<file path="src/hw/rtl/mbet_pkg.sv">
// ----------------------------------------------------------------------------
// Mandelbrot escape-time package
// Shared widths, configuration register map and the request and response
// types of the shared multiplier.
// ----------------------------------------------------------------------------
`default_nettype none

package mbet_pkg;

    // Number format: signed fixed point with FRAC_BITS fraction bits.
    localparam int COORD_BITS = 12;
    localparam int FRAC_BITS  = 44;
    localparam int ITER_BITS  = 16;

    localparam int WORD_W  = FRAC_BITS + 4;
    localparam int PROD_W  = 2 * WORD_W;
    localparam int HALF_W  = (WORD_W + 1) / 2;
    localparam int MAG_W   = 2 * HALF_W;
    localparam int ACC_W   = 2 * MAG_W;
    localparam int ESC_BIT = 2 * FRAC_BITS + 2;

    // Configuration register widths.
    localparam int MIN_W     = 48;
    localparam int STEP_W    = 47;
    localparam int MAXIT_W   = 16;
    localparam int CFG_W     = 48;
    localparam int CFG_IDX_W = 3;

    // Register values after reset.
    localparam logic [MIN_W-1:0]   MIN_REAL_RST = 48'hE000_0000_0000;
    localparam logic [MIN_W-1:0]   MIN_IMAG_RST = 48'hE800_0000_0000;
    localparam logic [STEP_W-1:0]  STEP_RST     = 47'd54975581388;
    localparam logic [MAXIT_W-1:0] MAXIT_RST    = 16'd256;

    typedef enum logic [CFG_IDX_W-1:0] {
        REG_MIN_REAL   = 3'd0,
        REG_MIN_IMAG   = 3'd1,
        REG_STEP_REAL  = 3'd2,
        REG_STEP_IMAG  = 3'd3,
        REG_ITER_LIMIT = 3'd4
    } t_reg_idx;

    typedef struct packed {
        logic [MIN_W-1:0]   min_real;
        logic [MIN_W-1:0]   min_imag;
        logic [STEP_W-1:0]  step_real;
        logic [STEP_W-1:0]  step_imag;
        logic [MAXIT_W-1:0] iter_limit;
    } t_cfg;

    typedef struct packed {
        logic                     start;
        logic signed [WORD_W-1:0] a;
        logic signed [WORD_W-1:0] b;
    } t_mul_req;

    typedef struct packed {
        logic                     done;
        logic signed [PROD_W-1:0] prod;
    } t_mul_rsp;

endpackage

`default_nettype wire

</file>
<file path="src/hw/rtl/mbet_mul.sv">
// ----------------------------------------------------------------------------
// Shared multiplier
// Signed word by word product built from four half-width partial products,
// one per cycle, followed by a sign fix-up step.
// ----------------------------------------------------------------------------
`default_nettype none

module mbet_mul (
    input  logic               i_clk,
    input  logic               i_rst_n,
    input  mbet_pkg::t_mul_req i_req,
    output mbet_pkg::t_mul_rsp o_rsp
);
    import mbet_pkg::*;

    typedef enum logic [2:0] {
        M_IDLE = 3'b001,
        M_RUN  = 3'b010,
        M_SIGN = 3'b100
    } t_mul_state;

    t_mul_state          r_state;
    t_mul_state          n_state;
    logic [MAG_W-1:0]    r_am;
    logic [MAG_W-1:0]    r_bm;
    logic                r_neg;
    logic [1:0]          r_idx;
    logic [ACC_W-1:0]    r_acc;
    logic                r_done;

    logic [WORD_W-1:0]   a_abs;
    logic [WORD_W-1:0]   b_abs;
    logic [HALF_W-1:0]   a_part;
    logic [HALF_W-1:0]   b_part;
    logic [2*HALF_W-1:0] pp;
    logic [ACC_W-1:0]    pp_sh;

    // Operand magnitudes; the most negative word maps to its exact magnitude.
    assign a_abs = i_req.a[WORD_W-1] ? (~i_req.a + 1'b1) : i_req.a;
    assign b_abs = i_req.b[WORD_W-1] ? (~i_req.b + 1'b1) : i_req.b;

    // Low bit of the index picks the half of a, high bit the half of b.
    assign a_part = r_idx[0] ? r_am[MAG_W-1:HALF_W] : r_am[HALF_W-1:0];
    assign b_part = r_idx[1] ? r_bm[MAG_W-1:HALF_W] : r_bm[HALF_W-1:0];
    assign pp     = a_part * b_part;

    // Align the partial product to its weight.
    always_comb begin
        case (r_idx) inside
            2'b00:        pp_sh = ACC_W'(pp);
            2'b01, 2'b10: pp_sh = ACC_W'(pp) << HALF_W;
            default:      pp_sh = ACC_W'(pp) << (2 * HALF_W);
        endcase
    end

    // Sequencer.
    always_comb begin
        n_state = r_state;
        unique case (r_state)
            M_IDLE:  if (i_req.start) n_state = M_RUN;
            M_RUN:   if (&r_idx) n_state = M_SIGN;
            M_SIGN:  n_state = M_IDLE;
            default: n_state = M_IDLE;
        endcase
    end

    always_ff @(posedge i_clk) begin
        if (!i_rst_n) begin
            r_state <= M_IDLE;
            r_done  <= 1'b0;
        end else begin
            r_state <= n_state;
            r_done  <= (r_state == M_SIGN);
        end
    end

    // Accumulator and operand registers.
    always_ff @(posedge i_clk) begin
        case (r_state)
            M_IDLE: begin
                if (i_req.start) begin
                    r_am  <= MAG_W'(a_abs);
                    r_bm  <= MAG_W'(b_abs);
                    r_neg <= i_req.a[WORD_W-1] ^ i_req.b[WORD_W-1];
                    r_acc <= '0;
                    r_idx <= '0;
                end
            end
            M_RUN: begin
                r_acc <= r_acc + pp_sh;
                r_idx <= r_idx + 1'b1;
            end
            M_SIGN: begin
                if (r_neg) r_acc <= ~r_acc + 1'b1;
            end
            default: begin
            end
        endcase
    end

    assign o_rsp.done = r_done;
    assign o_rsp.prod = r_acc[PROD_W-1:0];

endmodule

`default_nettype wire

</file>
<file path="config.mk">
export PLATFORM = sky130hd
export DESIGN_NAME = mbet_mul
export DESIGN_NICKNAME = d
export VERILOG_FILES = /design/src/hw/rtl/mbet_pkg.sv /design/src/hw/rtl/mbet_mul.sv
export SDC_FILE = /design/constraint.sdc
export NUM_CORES = 2
export LEC_CHECK = 0
export ABC_AREA = 1
export BUFFER_PORTS_ARGS = -buffer_cell sky130_fd_sc_hd__buf_2
export CAP_MARGIN = 10
export CORE_MARGIN = 10
export CORE_UTILIZATION = 30
export CTS_CLUSTER_SIZE = 20
export DETAILED_ROUTE_END_ITERATION = 16
export GPL_ROUTABILITY_DRIVEN = 0
export PLACE_DENSITY = 0.52
export SETUP_SLACK_MARGIN = 0.02
export SLEW_MARGIN = 25
export SYNTH_ARGS = -nofsm -noshare
export SYNTH_HDL_FRONTEND = slang
export SYNTH_SLANG_ARGS = --single-unit
</file>
<file path="constraint.sdc">
create_clock -name i_clk -period 11.78 [get_ports i_clk]
set_input_delay 0 -clock i_clk [delete_from_list [all_inputs] [get_ports i_clk]]
set_output_delay 0 -clock i_clk [all_outputs]
set_load 0.02 [all_outputs]
</file>
### After elaboration in Yosys (flattened, before gate mapping)

Index checks and enable logic that the tools add are counted.

| storage, ports and cells | value |
|---|---|
| bits in registers | 199 |
| output and inout bits | 97 |
| word-level logic and storage cells | 50 |

| cells by class | value |
|---|---|
| add/subtract/negate cells | 5 |
| $mul | 1 |
| eq/ne operators | 8 |
| muxes and demuxes | 14 |
| bitwise gates (word level) | 4 |
| reductions and logical operators | 9 |

Operators by type and width:

| kind | number |
|---|---|
| $mux 96 | 4 |
| $pmux 96 s3 | 1 |
| $add 48x1->48 const B | 2 |
| $add 96x1->96 const B | 1 |
| $add 96x96->96 | 1 |
| $not 48->48 | 2 |
| $not 96->96 | 1 |
| $mux 47 | 2 |
| $mul 24x24->48 | 1 |
| $mux 24 | 2 |
| $reduce_and 2->1 | 4 |
| $mux 3 | 2 |
| $ne 2x2->1 const B | 3 |
| $pmux 3 s2 | 1 |
| $pmux 2 s2 | 1 |
| $eq 3x1->1 const B | 1 |
| $eq 3x2->1 const B | 1 |
| $eq 3x3->1 const B | 1 |
| $reduce_and 3->1 | 1 |
| $reduce_bool 3->1 | 1 |
| $add 2x1->2 const B | 1 |
| $eq 2x1->1 const B | 1 |
| $eq 2x2->1 const B | 1 |
| $logic_not 2->1 | 1 |
| 4 further kinds | 4 |

### Longest topological paths before layout

| logic depth | value |
|---|---|
| depth in word-level cells | 6 |
| depth in mapped cells | 52 |
| depth with buffers taken out | 49 |

### Worst setup path before layout

OpenSTA, ideal clock, no wires.

| path | value |
|---|---|
| path kind | flip-flop to flip-flop |
| from | register r_state[0] |
| to | register r_acc[0] (enable) |
| setup time | 0.723 ns |
| arrival time | 8.794 ns |
| data required time | 11.057 ns |
| slack | 2.263 ns |
| cell stages (with the launch flop) | 5 |
| period minus slack after synthesis | 9.517 ns |
| path through | dfxtp_1 -> nor3_1 -> inv_1 -> clkbuf_1 -> a311oi_1 |

| on the way | value |
|---|---|
| cells in the longest elaborated chain, start to end | 3 |
| elaborated cells between the ends (all ways) | 7 |
| classes of those cells | eq/ne: 5; reduce/logical: 2 |

RTL lines:

| element | line | text |
|---|---|---|
| start, declared | mbet_mul.sv:22 | `t_mul_state r_state;` |
| start signal, assigned | mbet_mul.sv:72 | `r_state <= n_state;` |
| $eq 3x3->1, or another cell as far along | mbet_mul.sv:79 | `case (r_state)` |
| $ne 2x2->1 (no source line) or $reduce_bool 3->1 (tied branches) | - |  |
| $reduce_and 3->1 (no source line) (*) | - |  |
| end signal, assigned | mbet_mul.sv:90 | `r_acc <= r_acc + pp_sh;` |
| end signal, assigned | mbet_mul.sv:94 | `if (r_neg) r_acc <= ~r_acc + 1'b1;` |
| end, declared | mbet_mul.sv:28 | `logic [ACC_W-1:0] r_acc;` |

Mark *: on every way between the ends. The rest lies on a longest branch, timed or not.
A chain may end at the register's enable or synchronous reset.

### Worst setup path after layout

| path | value |
|---|---|
| from | register r_idx[1] |
| to | register r_acc[75] (data pin) |

| on the way | value |
|---|---|
| cells in the longest elaborated chain, start to end | 6 |
| elaborated cells between the ends (all ways) | 10 |
| classes of those cells | add/sub: 1; mul: 1; eq/ne: 2; mux: 4; reduce/logical: 2 |

RTL lines:

| element | line | text |
|---|---|---|
| start, declared | mbet_mul.sv:27 | `logic [1:0] r_idx;` |
| start signal, assigned | mbet_mul.sv:91 | `r_idx <= r_idx + 1'b1;` |
| $mux 24, or another cell as far along | mbet_mul.sv:44 | `assign b_part = r_idx[1] ? r_bm[MAG_W-1:HALF_W] : r_bm[HALF_W-1:0];` |
| $mul 24x24->48 or $reduce_or 2->1 (tied branches) | mbet_mul.sv:45, mbet_mul.sv:49 |  |
| $mux 96 | mbet_mul.sv:49 | `case (r_idx) inside` |
| $mux 96 (*) | mbet_mul.sv:49 |  |
| $add 96x96->96 (*) | mbet_mul.sv:90 |  |
| $pmux 96 s3 (*) | mbet_mul.sv:79 |  |

Marked as above.

==> summary.md <==
| Metric | Value |
|---|---|
| Placeable core area | 0.136 mm2 |
| Count of final hold-check violations | 0 |
| DP HPWL | 154 mm |
| Largest net degree at the start of global routing | 81 |
| Ys async rst share | 0% |
| Hold WC Path Type | input port to flop |
| Maxcap violations | 0 |
| Die span in y | around 390 um |
| DRC viols | 0 |
| Synth Warn # | 0 |
| Post-Syn Nets | 6,797 |
| Cell area after synthesis | 0.0412 mm2 |
| Post-Route WL | approximately 190 mm |
| Total die area | between 0.15 and 0.2 mm2 |
| Ys flop type | edfxtp_1 |
| Via density | 5.26 |
| Worst path required time | 12.06 ns |
| Slew Limit Fails | 0 |
| Initial Util | 30.3% |
| Area grow syn2layout | 12.4% |
| Sink Count | about 200 |
| Setup TNS | 0 ns |
| Num rows | approximately 140 |
| Fmax | 89.2 MHz |
| Initial antenna violation count | 7 |
| Synth unique cells | 62 |
| Status | finished, final reports clean |
| CP Max Fanout | 20 |
| Most frequent cells in the layout | inv_1 (1,192), nand2_1 (1,136), nor2_1 (933), fa_1 (483), o21ai_0 (285) |
| Global route overflow | 0 |
| I/O Pins | 196 |
| CP most frequent cell | inv_1 |
| Number of global-route vias before repair | 41,202 |
| Mapped Cells | approximately 5,900 |
| CP Class | flop to flop |
| Worst slew margin | between 20% and 30% |
| First-pass GRT wire length | 272 mm |
| DR pass1 iterations | 7 |
| WL per Instance | 23.2 um |
| Worst-path clk slew | around 0.080 ns |
| Clk root buf | clkbuf_16 |
| Share of cells above drive strength 1 | 7.78% |
| Fillers | between 10,000 and 15,000 |
| Port bufs | 195 |
| Clock period minus worst slack | 11.21 ns |
| Die X | 390 um |
| WP data arrival | around 11 ns |
| Crit-path max cell delay | 0.58 ns |
| Vias | around 42,000 |
| GRT Total Usage | approximately a quarter |
| DRT iter0 DRCs | 5,105 |
| Most common cell after layout, fill and taps aside | inv_1 |
| Clock latency on the worst-skew pair | ~0.54 ns |
| RSZ-0062 raised after global routing | no |
| Htree depth | 4 |
| Final period util | 95.1% |
| Hold slack | 0.169 ns |
| Fin nets | 7,076 |
| Antenna viol nets, final | 0 |
| Syn avg cell area | 6.93 um2 |
| Critical Path Sink Type | flop |
| Yosys reg bits | 199 |
| Slowest-stage cell, CP | xor2_1 |
| CTS Buf Count | 17 |
| Startpoint type of the worst setup path | flop |
| Skew final | approximately 0.023 ns |
| Setup violators final | 0 |
| Post-synth EDFFs | 195 |
| Worst-case clock buffer depth | 2 |
| Post-synthesis sequential area ratio | around 14% |
| Worst Tran Pin Value | between 1 and 1.5 ns |
| TritonCTS clock tree | yes |
[worst paths after layout]
kind / end / startpoint / slack, ns / cells past startpoint
worst max-delay path: r_acc[75] / r_idx[1] / 0.57 / 40
worst min-delay path: r_am[1] / i_req[95] / 0.17 / 2
worst max register to register: r_acc[75] / r_idx[1] / 0.57 / 40
worst min register to register: r_state[1] / r_state[0] / 0.69 / 2
[metal layers]
| metal | track usage [%] | wire, um |
|---|---|---|
| met1 | 32.3 | 77100 |
| met2 | 35.2 | 77500 |
| met3 | 6.25 | 21600 |
| met4 | 11.1 | 10000 |
| met5 | 0 | 27 |
[sequential cells by signal (all words and copies together), names as in the netlist]
| register | flops |
|---|---|
| r_acc | 96 |
| r_am | 48 |
| r_bm | 48 |
| r_done | 1 |
| r_idx | 2 |
| r_neg | 1 |
| r_state | 3 |
[cells by family (layout without fill, tap and decap cells)]
logic type      Yosys count  after routing  synth area share (%)
compound gates          795            795                  10.5
fa+ha+maj               758            758                  31.8
simple gates           2676           2676                  27.6
buf+inv                1362           1654                  12.4
flops                   199            199                  14.4
mux                       2              2                0.0486
other cells               0              4                     0
xor+xnor                148            148                  3.15
[synthesized netlist by cell type (10+ instances only)]
cell type  count  area share (%)
a21boi_0      11            0.20
a21o_1        17            0.31
a21oi_1      284             3.5
a31oi_1       19            0.29
clkbuf_1     123             1.1
clkinv_1      13            0.12
edfxtp_1     195              14
fa_1         483              23
ha_1         275             8.4
inv_1       1198              11
inv_2         19            0.17
nand2_1     1136              10
nand3_1      264             3.2
nand3b_1      15            0.27
nand4_1       80             1.2
nor2_1       933             8.5
nor2_2        14            0.21
nor3_1        72            0.88
nor4_1        46            0.70
o21ai_0      302             3.7
o21ai_1       52            0.63
o21ai_2       10            0.21
o21bai_1      25            0.46
o22ai_1       45            0.68
or2_2         61            0.93
xnor2_1       63             1.3
xor2_1        85             1.8
[timing repair]
item,in CTS,in global routing
hold buffers,105,0
setup endpoints to repair,0,2
gates resized for setup,0,2
endpoints found under the hold margin,100,0
setup buffers,0,0
[critical path: cells and delay by family (launching register included)]
kind / cells / cell delay (ns)
AOI/OAI and AO/OA: 7 / 1.56
xor gates and xnor gates: 1 / 0.58
adders and majority gates: 9 / 4.20
buffers and inverters: 11 / 1.59
DFF: 1 / 0.40
and+or+nand+nor: 12 / 2.57
[final cells by class]
type                            instances  area [um2]  area share [%]
Antenna cell                            4        10.0          0.0216
Clock buffer                           17         425           0.919
Clock inverter                         15         139           0.300
Inverter                             1230        4620            9.99
Multi-Input combinational cell       4379       30200            65.2
Sequential cell                       199        5940            12.8
Tap cell                             1781        2230            4.81
Timing Repair Buffer                  392        2740            5.91
[through the flow]
| stage | utilization (%) | cell area, um2 | std cells | setup slack [ns] |
|---|---|---|---|---|
| CTS | 34.0 | 46200 | 8012 | 0.738 |
| detailed placement | 32.8 | 44600 | 7875 | 0.820 |
| global route | 34.0 | 46300 | 8014 | 0.134 |
| floorplan | - | 41200 | 5940 | 2.26 |
| finish | 34.0 | 46300 | 8017 | 0.573 |
| global placement | 32.8 | 44600 | 7875 | 0.695 |
Power is left out: the tool's default activity adds up to more than one toggle a clock period on the data nets, which glitch-free logic cannot reach.
