<file path="src/hw/rtl/mbet_pkg.sv">
// ----------------------------------------------------------------------------
// Mandelbrot escape-time package
// Shared widths, configuration register map and the request and response
// types of the shared multiplier.
// ----------------------------------------------------------------------------
`default_nettype none

package mbet_pkg;

    // Number format: signed fixed point with FRAC_BITS fraction bits.
    localparam int COORD_BITS = 12;
    localparam int FRAC_BITS  = 44;
    localparam int ITER_BITS  = 16;

    localparam int WORD_W  = FRAC_BITS + 4;
    localparam int PROD_W  = 2 * WORD_W;
    localparam int HALF_W  = (WORD_W + 1) / 2;
    localparam int MAG_W   = 2 * HALF_W;
    localparam int ACC_W   = 2 * MAG_W;
    localparam int ESC_BIT = 2 * FRAC_BITS + 2;

    // Configuration register widths.
    localparam int MIN_W     = 48;
    localparam int STEP_W    = 47;
    localparam int MAXIT_W   = 16;
    localparam int CFG_W     = 48;
    localparam int CFG_IDX_W = 3;

    // Register values after reset.
    localparam logic [MIN_W-1:0]   MIN_REAL_RST = 48'hE000_0000_0000;
    localparam logic [MIN_W-1:0]   MIN_IMAG_RST = 48'hE800_0000_0000;
    localparam logic [STEP_W-1:0]  STEP_RST     = 47'd54975581388;
    localparam logic [MAXIT_W-1:0] MAXIT_RST    = 16'd256;

    typedef enum logic [CFG_IDX_W-1:0] {
        REG_MIN_REAL   = 3'd0,
        REG_MIN_IMAG   = 3'd1,
        REG_STEP_REAL  = 3'd2,
        REG_STEP_IMAG  = 3'd3,
        REG_ITER_LIMIT = 3'd4
    } t_reg_idx;

    typedef struct packed {
        logic [MIN_W-1:0]   min_real;
        logic [MIN_W-1:0]   min_imag;
        logic [STEP_W-1:0]  step_real;
        logic [STEP_W-1:0]  step_imag;
        logic [MAXIT_W-1:0] iter_limit;
    } t_cfg;

    typedef struct packed {
        logic                     start;
        logic signed [WORD_W-1:0] a;
        logic signed [WORD_W-1:0] b;
    } t_mul_req;

    typedef struct packed {
        logic                     done;
        logic signed [PROD_W-1:0] prod;
    } t_mul_rsp;

endpackage

`default_nettype wire

</file>
<file path="src/hw/rtl/mbet_cfg.sv">
// ----------------------------------------------------------------------------
// Configuration registers
// Holds the view window, the pixel steps and the iteration limit.
// ----------------------------------------------------------------------------
`default_nettype none

module mbet_cfg (
    input  logic                         i_clk,
    input  logic                         i_rst_n,
    input  logic                         i_we,
    input  logic [mbet_pkg::CFG_IDX_W-1:0] i_idx,
    input  logic [mbet_pkg::CFG_W-1:0]   i_data,
    output mbet_pkg::t_cfg               o_cfg
);
    import mbet_pkg::*;

    logic [MIN_W-1:0]   r_min_real;
    logic [MIN_W-1:0]   r_min_imag;
    logic [STEP_W-1:0]  r_step_real;
    logic [STEP_W-1:0]  r_step_imag;
    logic [MAXIT_W-1:0] r_iter_limit;

    // Register writes; bits above a register's width are dropped.
    always_ff @(posedge i_clk) begin
        if (!i_rst_n) begin
            r_min_real   <= MIN_REAL_RST;
            r_min_imag   <= MIN_IMAG_RST;
            r_step_real  <= STEP_RST;
            r_step_imag  <= STEP_RST;
            r_iter_limit <= MAXIT_RST;
        end else if (i_we) begin
            unique case (t_reg_idx'(i_idx))
                REG_MIN_REAL:   r_min_real   <= i_data[MIN_W-1:0];
                REG_MIN_IMAG:   r_min_imag   <= i_data[MIN_W-1:0];
                REG_STEP_REAL:  r_step_real  <= i_data[STEP_W-1:0];
                REG_STEP_IMAG:  r_step_imag  <= i_data[STEP_W-1:0];
                REG_ITER_LIMIT: r_iter_limit <= i_data[MAXIT_W-1:0];
                default: begin
                end
            endcase
        end
    end

    assign o_cfg.min_real   = r_min_real;
    assign o_cfg.min_imag   = r_min_imag;
    assign o_cfg.step_real  = r_step_real;
    assign o_cfg.step_imag  = r_step_imag;
    assign o_cfg.iter_limit = r_iter_limit;

endmodule

`default_nettype wire

</file>
<file path="config.mk">
export PLATFORM = sky130hd
export DESIGN_NAME = mbet_cfg
export DESIGN_NICKNAME = d
export VERILOG_FILES = /design/src/hw/rtl/mbet_pkg.sv /design/src/hw/rtl/mbet_cfg.sv
export SDC_FILE = /design/constraint.sdc
export NUM_CORES = 1
export LEC_CHECK = 0
export BUFFER_PORTS_ARGS = -buffer_cell sky130_fd_sc_hd__buf_2
export CAP_MARGIN = 15
export CELL_PAD_IN_SITES_DETAIL_PLACEMENT = 0
export CELL_PAD_IN_SITES_GLOBAL_PLACEMENT = 1
export CORE_MARGIN = 3
export CORE_UTILIZATION = 35
export CTS_CLUSTER_DIAMETER = 120
export DETAILED_ROUTE_END_ITERATION = 12
export HOLD_SLACK_MARGIN = 0.12
export PLACE_DENSITY = 0.8
export SETUP_SLACK_MARGIN = 0.1
export SYNTH_ARGS = -nofsm -noshare
export SYNTH_HDL_FRONTEND = slang
export SYNTH_SLANG_ARGS = --single-unit
export TNS_END_PERCENT = 100
</file>
<file path="constraint.sdc">
create_clock -name i_clk -period 2.7 [get_ports i_clk]
set_input_delay 0.27 -clock i_clk [delete_from_list [all_inputs] [get_ports i_clk]]
set_output_delay 0.27 -clock i_clk [all_outputs]
set_load 0.01 [all_outputs]
</file>
== Word level (Yosys, flattened, before mapping) ==
Cells that the tools add are included.
Widths: inputs -> output; s select.

* Bits in registers: 206
* Word-level logic and storage cells: 15
* Input bits: 54
* Output and inout bits: 206

* Equality and inequality tests: 4
* Reductions and logical operators: 6

{| class="wikitable"
|+ Operators with widths
! cell !! number
|-
| $reduce_and 2->1 || 5
|-
| $eq 3x2->1 const B || 2
|-
| $eq 3x1->1 const B || 1
|-
| $eq 3x3->1 const B || 1
|-
| $logic_not 3->1 || 1
|}

== Logic depth before layout (Yosys ltp) ==
Gate-level depths: netlist (run 1).

* Word-level depth: 2
* Depth in mapped cells: 5

== Worst setup path before layout (run 1) ==
No wires, ideal clock.

* Path kind: input-to-reg
* Start: in i_idx[0] (netlist bit)
* End: reg r_min_real[45]
* Data arrival time: 1.080 ns
* Stages on the path: 3
* Buffers on the path: 1
* Library setup time: 0.121 ns
* Path slack: 1.499 ns
* Cells stage by stage: or4b_1 buf_4 mux2i_1

* Word-level cells in the longest chain between the ends: 2

{| class="wikitable"
|+ Ends and longest elaborated chain
! what !! RTL line !! text
|-
| from (decl) || mbet_cfg.sv:11 || <nowiki>input logic [mbet_pkg::CFG_IDX_W-1:0] i_idx,</nowiki>
|-
| $logic_not 3->1 || mbet_cfg.sv:32 || <nowiki>unique case (t_reg_idx'(i_idx))</nowiki>
|-
| $reduce_and 2->1 (no line) || -- ||
|-
| to (signal assigned) || mbet_cfg.sv:33 || <nowiki>REG_MIN_REAL: r_min_real <= i_data[MIN_W-1:0];</nowiki>
|-
| to (decl) || mbet_cfg.sv:17 || <nowiki>logic [MIN_W-1:0] r_min_real;</nowiki>
|}

No other way between the ends.
A chain may end at the register's enable or synchronous reset.

== Worst setup path after layout (run 1) ==
* Start: reg r_min_real[6]
* End: out o_cfg[164] (netlist bit)

{| class="wikitable"
|+ RTL lines
! what !! RTL line !! text
|-
| to (decl) || mbet_cfg.sv:13 || <nowiki>output mbet_pkg::t_cfg o_cfg</nowiki>
|}

No word-level cell between the ends.

==> metrics.md, run 1 <==
| Metric | Value |
|---|---|
| CTS Buf Count | 22 |
| Share of cells above drive strength 1 | 0.293 |
| Worst-Skew Late Latency | 0.50 ns |
| Reg-to-reg slack, setup | 2.04 ns |
| Highest Clock Rate | 0.780 GHz |
| RSZ-0062 raised after global routing | no |
| Pwr dens | 627 mW/mm^2 |
| CP Buf/Inv Count | 1 |
| Full die area | 0.0240 sq mm |
| CP Cell Sequence | buf_2 |
| Synth area leader | dfxtp_1 |
| Die width | 155 microns |
| Non-Filler Instances | 1318 |
| Avg Inst Size Synth | 10.4 sq um |
| Worst Hold Class | primary input to register |
| H-tree lvl count | 1 |
| Clock Skew | 0 ns |
| Ys Warns | 0 |
| Routed wire length | 21100 microns |
| Critical path's largest stage delay | 0.36 ns |
| Ports | 260 |
| Unique cell type count in the Yosys netlist | 15 |
| CTS tree | done |
| Setup WS post-layout | 1.42 ns |
| Main area contributors after synthesis | dfxtp_1 53%, mux2i_1 27%, nand2_1 10%, nor2b_1 5.4%, buf_4 1.3% |
| Crit-path max FO | 2 |
| Final #Nets | 1084 |
| Synth Net Count | 802 |
| Total negative setup slack | 0 ns |
| Die H | 155 microns |
| Area growth syn-to-layout | 33.5% |
| Critical path depth in cells | 1 |
| Status | finished, final reports clean |
| #FFs+latches synth | 206 |
| CP Data Arrival Time | 1.01 ns |
| VDD IR max | 0.000358 V |
| Starting Density | 0.363 |
| Core footprint | 0.0214 sq mm |
| Lkg Pwr | 5.06 nW |
| Tcrit/Tclk final | 0.475 |
| WHS Path Cells | 3 |
| Placed cell count | 1244 |
| Final RePlAce weighted congestion | 0.760 |
| Max Cap Violations | 0 |
| Min-Delay Endpoint | r_min_real[0] |
| Slowest cell on the critical path | dfxtp_1 |
| First-pass GRT wire length | 32900 microns |
| Port buffer count | 259 |
| DR vias/cell | 4.54 |
| Gr ovfl total | 0 |
| GRT Util Overall | 0.167 |
| Sequential area share after synthesis | 0.532 |
| CP Capture Type | output pin |
| CTS-repair resized insts | 0 |
| Rel. slew slack | 0.507 |
| Tightest Pin Transition | 0.739 ns |
| ANT nets after route | 0 |
| Top delay family on crit path | flip-flops |
| Dpl cell area | 0.00930 sq mm |
| Via Count | 5982 |
| Pre-Repair DR Iteration Count | 4 |
| Setup violators final | 0 |
| Synth Instances | 748 |
| Period minus WS final | 1.28 ns |
| Clock sink count | 206 |
| Final hold violations | 0 |
| Clk buf depth | 3 |
| Post-DP HPWL | 14300 microns |
| Postcts setup bufs | 0 |
| # DRC | 0 |
| Starting DRT DRC Count | 171 |
| CP Launch Type | register |
| Layout Utilization | 0.484 |
| # rows | 53 |
| Req. time, crit path | 2.43 ns |
| Mean routed wirelength per cell | 16.0 microns |
| Final Max Tran Viols | 0 |
| CTS Root Cell | clkbuf_16 |
| Synth Cell Area | 0.00775 sq mm |
| Reg2Reg Depth | 2 |
| Antenna diodes | 0 |
| Critical path type | register to output pin |
| Reg2reg end | r_step_imag[2] |
| RR Startpoint | r_step_imag[2] |
| Placement Setup Slack | 0.943 ns |
| Vias in the first global route | 6033 |
| HP Start | i_data[0] |
| Clock-pin slew on the worst setup and hold paths | 0.06 ns |
| Largest net degree at the start of global routing | 71 |
| Initial antenna violation count | 0 |
| Yosys top cell area share | 0.532 |
| Final instance area | 0.0103 sq mm |
repair_timing:
item / CTS / global route
endpoints found under the setup margin: 0 / 0
hold buffers: 37 / 0
hold endpoints to repair: 142 / 0
final cells by class:
cell class                 instances  area [sq um]
fill                            2005         11000
sequential                       206          4120
multi-input combinational        489          3390
timing repair buffer             311          1810
clock buffer                      34           626
tap                              275           344
clock inverter                     3          51.3
cells in the mapped netlist:
cell type and number:
nor4bb_1 1, nor4b_2 1, clkbuf_1 22, dfxtp_1 206, nand4b_1 1, and4bb_1 1
nand2_1 209, buf_1 2, nor2b_1 67, nand4bb_1 2, buf_6 2, buf_4 13
or4b_1 1, buf_2 14, mux2i_1 206
how the worst max path moves through the flow:
stage,end,startpoint
after floorplan,r_min_real[45],i_idx[0]
after global placement,r_step_real[36],i_idx[2]
after detailed placement,r_step_real[0],i_idx[2]
after CTS,o_cfg[164],r_min_real[6]
after global routing,o_cfg[165],r_min_real[7]
final,o_cfg[164],r_min_real[6]
flip-flops by register name (all words and copies together), names as in the netlist:
| signal | count |
|---|---|
| r_step_imag | 47 |
| r_min_imag | 48 |
| r_iter_limit | 16 |
| r_step_real | 47 |
| r_min_real | 48 |
per-layer routing:
metal	up-vias	GRT usage	share of wire
li1	3012	-	-
met1	2760	0.208	0.43
met2	180	0.287	0.47
met3	30	0.0453	0.073
met4	0	0.0454	0.021
met5	-	0	0
report_power, final:
| part | total (W) | internal (W) | switching, W |
|---|---|---|---|
| clock network | 0.00286 | 0.00168 | 0.00118 |
| logic | 0.000486 | 0.000215 | 0.000272 |
| registers | 0.00314 | 0.00311 | 0.0000336 |
| total | 0.00649 | 0.00501 | 0.00148 |
per-stage QoR:
step | power, W | hold slack [ns]
finish | 0.00649 | 0.134
global placement | 0.00365 | 0.439
detailed placement | 0.00366 | 0.443
floorplan | 0.00347 | 0.430
global route | 0.00674 | 0.151
CTS | 0.00658 | 0.126
cells in the final DEF, fill, tap and decap left out:
cell type / synthesis / final
nand4b_1: 1 / 1
mux2i_1: 206 / 206
nor4bb_4: 0 / 1
buf_4: 13 / 13
bufinv_16: 0 / 1
clkbuf_8: 0 / 3
clkinv_8: 0 / 1
buf_12: 0 / 2
buf_6: 2 / 1
or4b_1: 1 / 1
clkbuf_1: 22 / 9
nand4bb_4: 0 / 1
dlygate4sd3_1: 0 / 37
nor2b_1: 67 / 67
dfxtp_1: 206 / 206
nand2_1: 209 / 209
nor4b_4: 0 / 1
clkinv_2: 0 / 1
buf_2: 14 / 258
clkbuf_16: 0 / 22
nand4bb_1: 2 / 1
and4bb_4: 0 / 1
logic make-up (layout without fill, tap and decap cells):
group,count (synthesis),after routing,share of synthesized area
multiplexers,206,206,0.266
buffers and inverters,53,348,0.0362
AND/OR/NAND/NOR,283,283,0.166
flip-flops,206,206,0.532
(Power assumes the default switching activity.)
==> inputs of run 2 (changes only) <==
CORE_UTILIZATION = 34   (was 35)
PLACE_DENSITY = 0.82   (was 0.8)
clock period = 1 ns   (was 2.7 ns; I/O delays follow)
==> run 2 against run 1 <==
Effect of this change:
- the flow now finishes with violations (negative setup slack)
- first-iteration DRC count grew 29%
- critical path depth is the same
- register-to-register slack lost 1.8 ns
- flip-flop and latch count is the same
- combinational power grew to 3.6 times the previous value
- core utilization grew 9.2 points
- critical path type unchanged
- highest routed layer unchanged
==> metrics.md, run 2 (synthesis results as in run 1) <==
| Metric | Value |
|---|---|
| Status | finished with violations |
| Failing checks | negative setup slack |
| Setup violators final | 206 (+206) |
| Largest net degree at the start of global routing | 50 (-30%) |
| Via Count | 6457 (+7.9%) |
| Crit-path max FO | 2 (unchanged) |
| First-pass GRT wire length | 36500 microns (+11%) |
| DR vias/cell | 4.61 (+1.5%) |
| Routed wl met2 | 11600 microns (+17%) |
| CP Buf/Inv Count | 1 (unchanged) |
| GRT Util Overall | 0.183 (+0.0152) |
| Clock-pin slew on the worst setup and hold paths | 0.06 ns (about the same) |
| HP Start | i_rst_n |
| Full die area | 0.0246 sq mm (+2.8%) |
| Worst Hold Class | primary input to register |
| Setup WS post-layout | -0.0584 ns (-1.48 ns) |
| CTS Buf Count | 23 (+4.5%) |
| Share of cells above drive strength 1 | 0.520 (+0.227) |
| Commonest cells after routing, fill and taps aside | 209 x nand2_1, 207 x buf_6, 206 x mux2i_1, 206 x dfxtp_2, 67 x nor2b_1 |
| Vias in the first global route | 6702 (+11%) |
| Core footprint | 0.0221 sq mm (+3.5%) |
| Period minus WS final | 1.06 ns |
| Top routing layer in use | met4 |
| VDD IR max | 0.00108 V (+200%) |
| RSZ-0062 raised after global routing | yes |
| Tightest Pin Transition | 0.272 ns (-0.467 ns) |
| Clock sink count | 206 (unchanged) |
| Worst-Skew Late Latency | 0.50 ns (about the same) |
| Rel. slew slack | 0.818 (+0.311) |
| Post-DP HPWL | 15400 microns (+7.2%) |
| CTS tree | done |
| Critical path type | register to output pin |
| Port buffer count | 259 (unchanged) |
| Final RePlAce weighted congestion | 0.778 (+2.5%) |
| Top Registers | r_min_imag: 48 flops, r_min_real: 48 flops |
| RR Startpoint | r_min_imag[38] |
| Die H | 157 microns (+1.4%) |
| Highest Clock Rate | 0.945 GHz |
| Clock Skew | 0 ns (unchanged) |
| WL met1 | 10100 microns (+10%) |
| Final hold violations | 0 (unchanged) |
| Lkg Pwr | 5.85 nW (+16%) |
| Routed wire length | 23800 microns (+13%) |
| CP Cell Sequence | buf_6 |
| Tot Pwr | 0.0189 W (+190%) |
| Req. time, crit path | 0.90 ns (-1.53 ns) |
| # DRC | 0 (unchanged) |
| Gr ovfl total | 0 (unchanged) |
| Pwr dens | 1480 mW/mm^2 (+140%) |
| CTS Root Cell | clkbuf_16 |
| Wire length on met3 | 1620 microns (+5.2%) |
| Mean routed wirelength per cell | 17.0 microns (+6.1%) |
| CP Launch Type | register |
| Starting Density | 0.351 (-0.0122) |
| # rows | 54 (+1.9%) |
| Area growth syn-to-layout | 64.5% |
| Max Cap Violations | 0 (unchanged) |
| Slowest cell on the critical path | dfxtp_2 |
| Critical path's largest stage delay | 0.35 ns (about the same) |
| Die width | 157 microns (+1.4%) |
| Placement Setup Slack | -0.228 ns (-1.17 ns) |
| Top delay family on crit path | flip-flops |
| Final #Nets | 1160 (+7.0%) |
| CP Data Arrival Time | 0.96 ns (-0.05 ns) |
| Tcrit/Tclk final | 1.06 |
| H-tree lvl count | 1 (unchanged) |
| Final Max Tran Viols | 0 (unchanged) |
| ANT nets after route | 0 (unchanged) |
| CP Capture Type | output pin |
| Antenna diodes | 0 (unchanged) |
| Placed cell count | 1283 (+3.1%) |
| Pre-Repair DR Iteration Count | 4 (unchanged) |
| Setup crit start | r_step_real[14] |
| Non-Filler Instances | 1401 (+6.3%) |
| Clk buf depth | 3 (unchanged) |
| Starting DRT DRC Count | 221 (+29%) |
| Ports | 260 (unchanged) |
| Most common cell after layout, fill and taps aside | nand2_1 |
| Initial antenna violation count | 0 (unchanged) |
| Min Hold Slack | 0.0588 ns (-0.0755 ns) |
run 2: cell types whose count changed in the layout (fill, tap and decap cells not counted), sizes merged:
cell	change
buf	+62
dlygate4sd3	+13
clkbuf	-3
bufinv	+2
clkinvlp	+2
clkinv	+1
inv	+1
run 2: layer usage:
metal / track usage / vias up
met3: 0.0520 / 28
met5: 0 / -
li1: - / 3179
met1: 0.224 / 3065
met2: 0.318 / 185
met4: 0.0400 / 0
run 2: stage by stage:
| step | TNS (ns) | utilization | area, sq um |
|---|---|---|---|
| floorplan | -0.0309 | - | 7840 |
| global placement | -26.16 | 0.440 | 9710 |
| detailed placement | -33.13 | 0.440 | 9710 |
| CTS | -12.25 | 0.570 | 12600 |
| global route | -14.32 | 0.577 | 12700 |
| finish | -7.75 | 0.577 | 12700 |
run 2: where the power goes:
part	switching (W)	total (W)	internal, W
logic	0.000799	0.00174	0.000941
clock network	0.00332	0.00861	0.00529
registers	0.000136	0.00856	0.00843
total	0.00425	0.0189	0.0147
run 2: final cells by class:
cell class                 instances  area, sq um
multi-input combinational        489         3390
tap                              280          350
clock inverter                     9          129
sequential                       206         4380
clock buffer                      31          646
fill                            1801         9350
timing repair buffer             386         3840
run 2: final timing paths:
| path | end | slack, ns | cells after the start |
|---|---|---|---|
| worst max-delay path | o_cfg[77] | -0.06 | 1 |
| worst min-delay path | r_step_imag[26] | 0.06 | 3 |
| worst max register to register | r_min_imag[38] | 0.20 | 4 |
| worst min register to register | r_step_real[40] | 0.46 | 2 |
run 2: repair_timing:
| action | CTS | global route |
|---|---|---|
| endpoints found under the setup margin | 206 | 206 |
| resized for setup | 425 | 0 |
| hold buffers | 48 | 2 |
| hold endpoints to repair | 206 | 19 |
| setup buffers | 12 | 16 |
| pin swaps | 0 | 0 |
==> inputs of run 3 (changes only) <==
CORE_UTILIZATION = 35   (was 34)
PLACE_DENSITY = 0.8   (was 0.82)
clock period = 1.06 ns   (was 1 ns; I/O delays follow)
==> run 3 against run 2 <==
Effect of this change:
- the run still ends with negative setup slack left
- wire length grew 1.8%
- sequential power is 5.6% lower
- clock power fell by 5.2%
- non-clock buffer count increased by 10
- register-to-register slack improved by 0.06 ns
- setup slack improved by 0.048 ns
- critical endpoint is now o_cfg[132]
- die area decreased by 2.8%
- first-iteration DRC count fell by 1.8%
- combinational power down 3%
- flip-flop and latch count is the same
==> metrics.md, run 3 (synthesis results as in run 1) <==
| Metric | Value |
|---|---|
| GRT Util Overall | 0.189 (+0.00639) |
| Final #Nets | 1170 (+0.86%) |
| Final RePlAce weighted congestion | 0.807 (+3.6%) |
| Setup WS post-layout | -0.0101 ns (+0.0483 ns) |
| Largest net degree at the start of global routing | 61 (+22%) |
| Die width | 155 microns (-1.4%) |
| Core footprint | 0.0214 sq mm (-3.4%) |
| Lkg Pwr | 5.91 nW (+0.96%) |
| Clock Skew | 0 ns (unchanged) |
| Tot Pwr | 0.0179 W (-5.2%) |
| Max Cap Violations | 0 (unchanged) |
| Commonest cells after routing, fill and taps aside | 209 x nand2_1, 207 x buf_6, 206 x mux2i_1, 206 x dfxtp_2, 67 x nor2b_1 |
| Most common cell after layout, fill and taps aside | nand2_1 |
| VDD IR max | 0.000796 V (-26%) |
| Critical path's largest stage delay | 0.36 ns (about the same) |
| Port buffer count | 259 (unchanged) |
| Critical path type | register to output pin |
| Pre-Repair DR Iteration Count | 4 (unchanged) |
| Post-DP HPWL | 15100 microns (-2.0%) |
| Period minus WS final | 1.07 ns |
| Slowest cell on the critical path | dfxtp_2 |
| H-tree lvl count | 1 (unchanged) |
| Top delay family on crit path | flip-flops |
| Final instance area | 0.0129 sq mm (+0.90%) |
| Vias in the first global route | 6764 (+0.93%) |
| CP Data Arrival Time | 0.96 ns (about the same) |
| Clock-pin slew on the worst setup and hold paths | 0.06 ns (about the same) |
| CP Launch Type | register |
| Routed wire length | 24200 microns (+1.8%) |
| Share of cells above drive strength 1 | 0.517 (-0.00277) |
| Tcrit/Tclk final | 1.01 |
| CP Buf/Inv Count | 1 (unchanged) |
| Clk buf depth | 3 (unchanged) |
| ANT nets after route | 0 (unchanged) |
| Mean routed wirelength per cell | 17.2 microns (+1.7%) |
| Worst-Skew Late Latency | 0.49 ns (about the same) |
| CTS tree | done |
| Starting Density | 0.363 (+0.0122) |
| Full die area | 0.0240 sq mm (-2.8%) |
| Rel. slew slack | 0.793 (-0.0255) |
| CTS Root Cell | clkbuf_16 |
| Clock sink count | 206 (unchanged) |
| Non-Filler Instances | 1403 (+0.14%) |
| Pwr dens | 1390 mW/mm^2 (-6.1%) |
| # rows | 53 (-1.9%) |
| CP Cell Sequence | buf_6 |
| Req. time, crit path | 0.95 ns (+0.05 ns) |
| Failing checks | negative setup slack |
| First-pass GRT wire length | 37000 microns (+1.5%) |
| Total negative setup slack | -0.0133 ns (+7.73 ns) |
| Ports | 260 (unchanged) |
| Starting DRT DRC Count | 217 (-1.8%) |
| WHS Path Cells | 4 (+1) |
| Reg2Reg Depth | 4 (unchanged) |
| Area growth syn-to-layout | 65.9% |
| Gr ovfl total | 0 (unchanged) |
| Fill count | 1686 (-6.4%) |
| CP Capture Type | output pin |
| Tightest Pin Transition | 0.310 ns (+0.0382 ns) |
| Critical path depth in cells | 1 (unchanged) |
| CTS Buf Count | 23 (unchanged) |
| Initial antenna violation count | 1 (+1) |
| Highest Clock Rate | 0.934 GHz |
| Final Max Tran Viols | 0 (unchanged) |
| Top Registers | r_min_imag: 48 flops, r_min_real: 48 flops |
| DR vias/cell | 4.72 (+2.4%) |
| Status | finished with violations |
| Setup violators final | 2 (-99%) |
| Crit-path max FO | 2 (unchanged) |
| Final hold violations | 0 (unchanged) |
| Placement Setup Slack | -0.190 ns (+0.0376 ns) |
| Die H | 155 microns (-1.4%) |
| Dpl cell area | 0.00972 sq mm (about the same) |
| Via Count | 6623 (+2.6%) |
| Placed cell count | 1275 (-0.62%) |
| # DRC | 0 (unchanged) |
| RSZ-0062 raised after global routing | yes |
| Worst Hold Class | primary input to register |
-- run 3: cell count changes in the layout (fill, tap and decap cells not counted), sizes merged, moves of 2 or more --
cell         before  now
dlygate4sd3      50   57
buf             336  339
clkinvlp          2    0
clkbuf           31   29
-- run 3: path summary, 6_finish.rpt --
path                  startpoint  slack (ns)              end
setup / recovery  r_min_imag[22]       -0.01       o_cfg[132]
hold / removal           i_rst_n        0.10  r_step_imag[20]
setup reg to reg  r_min_imag[10]        0.26   r_min_imag[10]
hold reg to reg    r_min_real[0]        0.46    r_min_real[0]
-- run 3: routing by layer --
metal / global-route usage / part of all wire / vias to the layer above
li1: - / - / 3198
met1: 0.233 / 0.41 / 3178
met2: 0.328 / 0.51 / 206
met3: 0.0442 / 0.066 / 41
met4: 0.0572 / 0.023 / 0
met5: 0 / 0 / -
-- run 3: layout make-up --
cell class                 instances  area, sq um  share of cell area
sequential                       206         4380               0.341
timing repair buffer             396         3980               0.309
multi-input combinational        489         3390               0.264
clock buffer                      29          628              0.0488
tap                              275          344              0.0268
clock inverter                     7          135              0.0105
antenna                            1         2.50            0.000195
-- run 3: repair_timing --
| item | CTS | global route |
|---|---|---|
| setup endpoints to repair | 206 | 206 |
| endpoints found under the hold margin | 206 | 8 |
| hold buffers | 50 | 7 |
| setup buffers | 11 | 23 |
| gates resized for setup | 428 | 0 |
-- run 3: report_power, final --
group | internal, W | switching [W]
logic | 0.000920 | 0.000761
registers | 0.00795 | 0.000130
clock network | 0.00511 | 0.00305
total | 0.0140 | 0.00394
-- run 3: stage by stage --
step | util | hold slack, ns
5_1_grt | 0.602 | 0.122
2_1_floorplan | - | 0.266
6_report | 0.602 | 0.101
3_5_place_dp | 0.455 | 0.387
4_1_cts | 0.591 | -0.0695
3_3_place_gp | 0.455 | 0.372
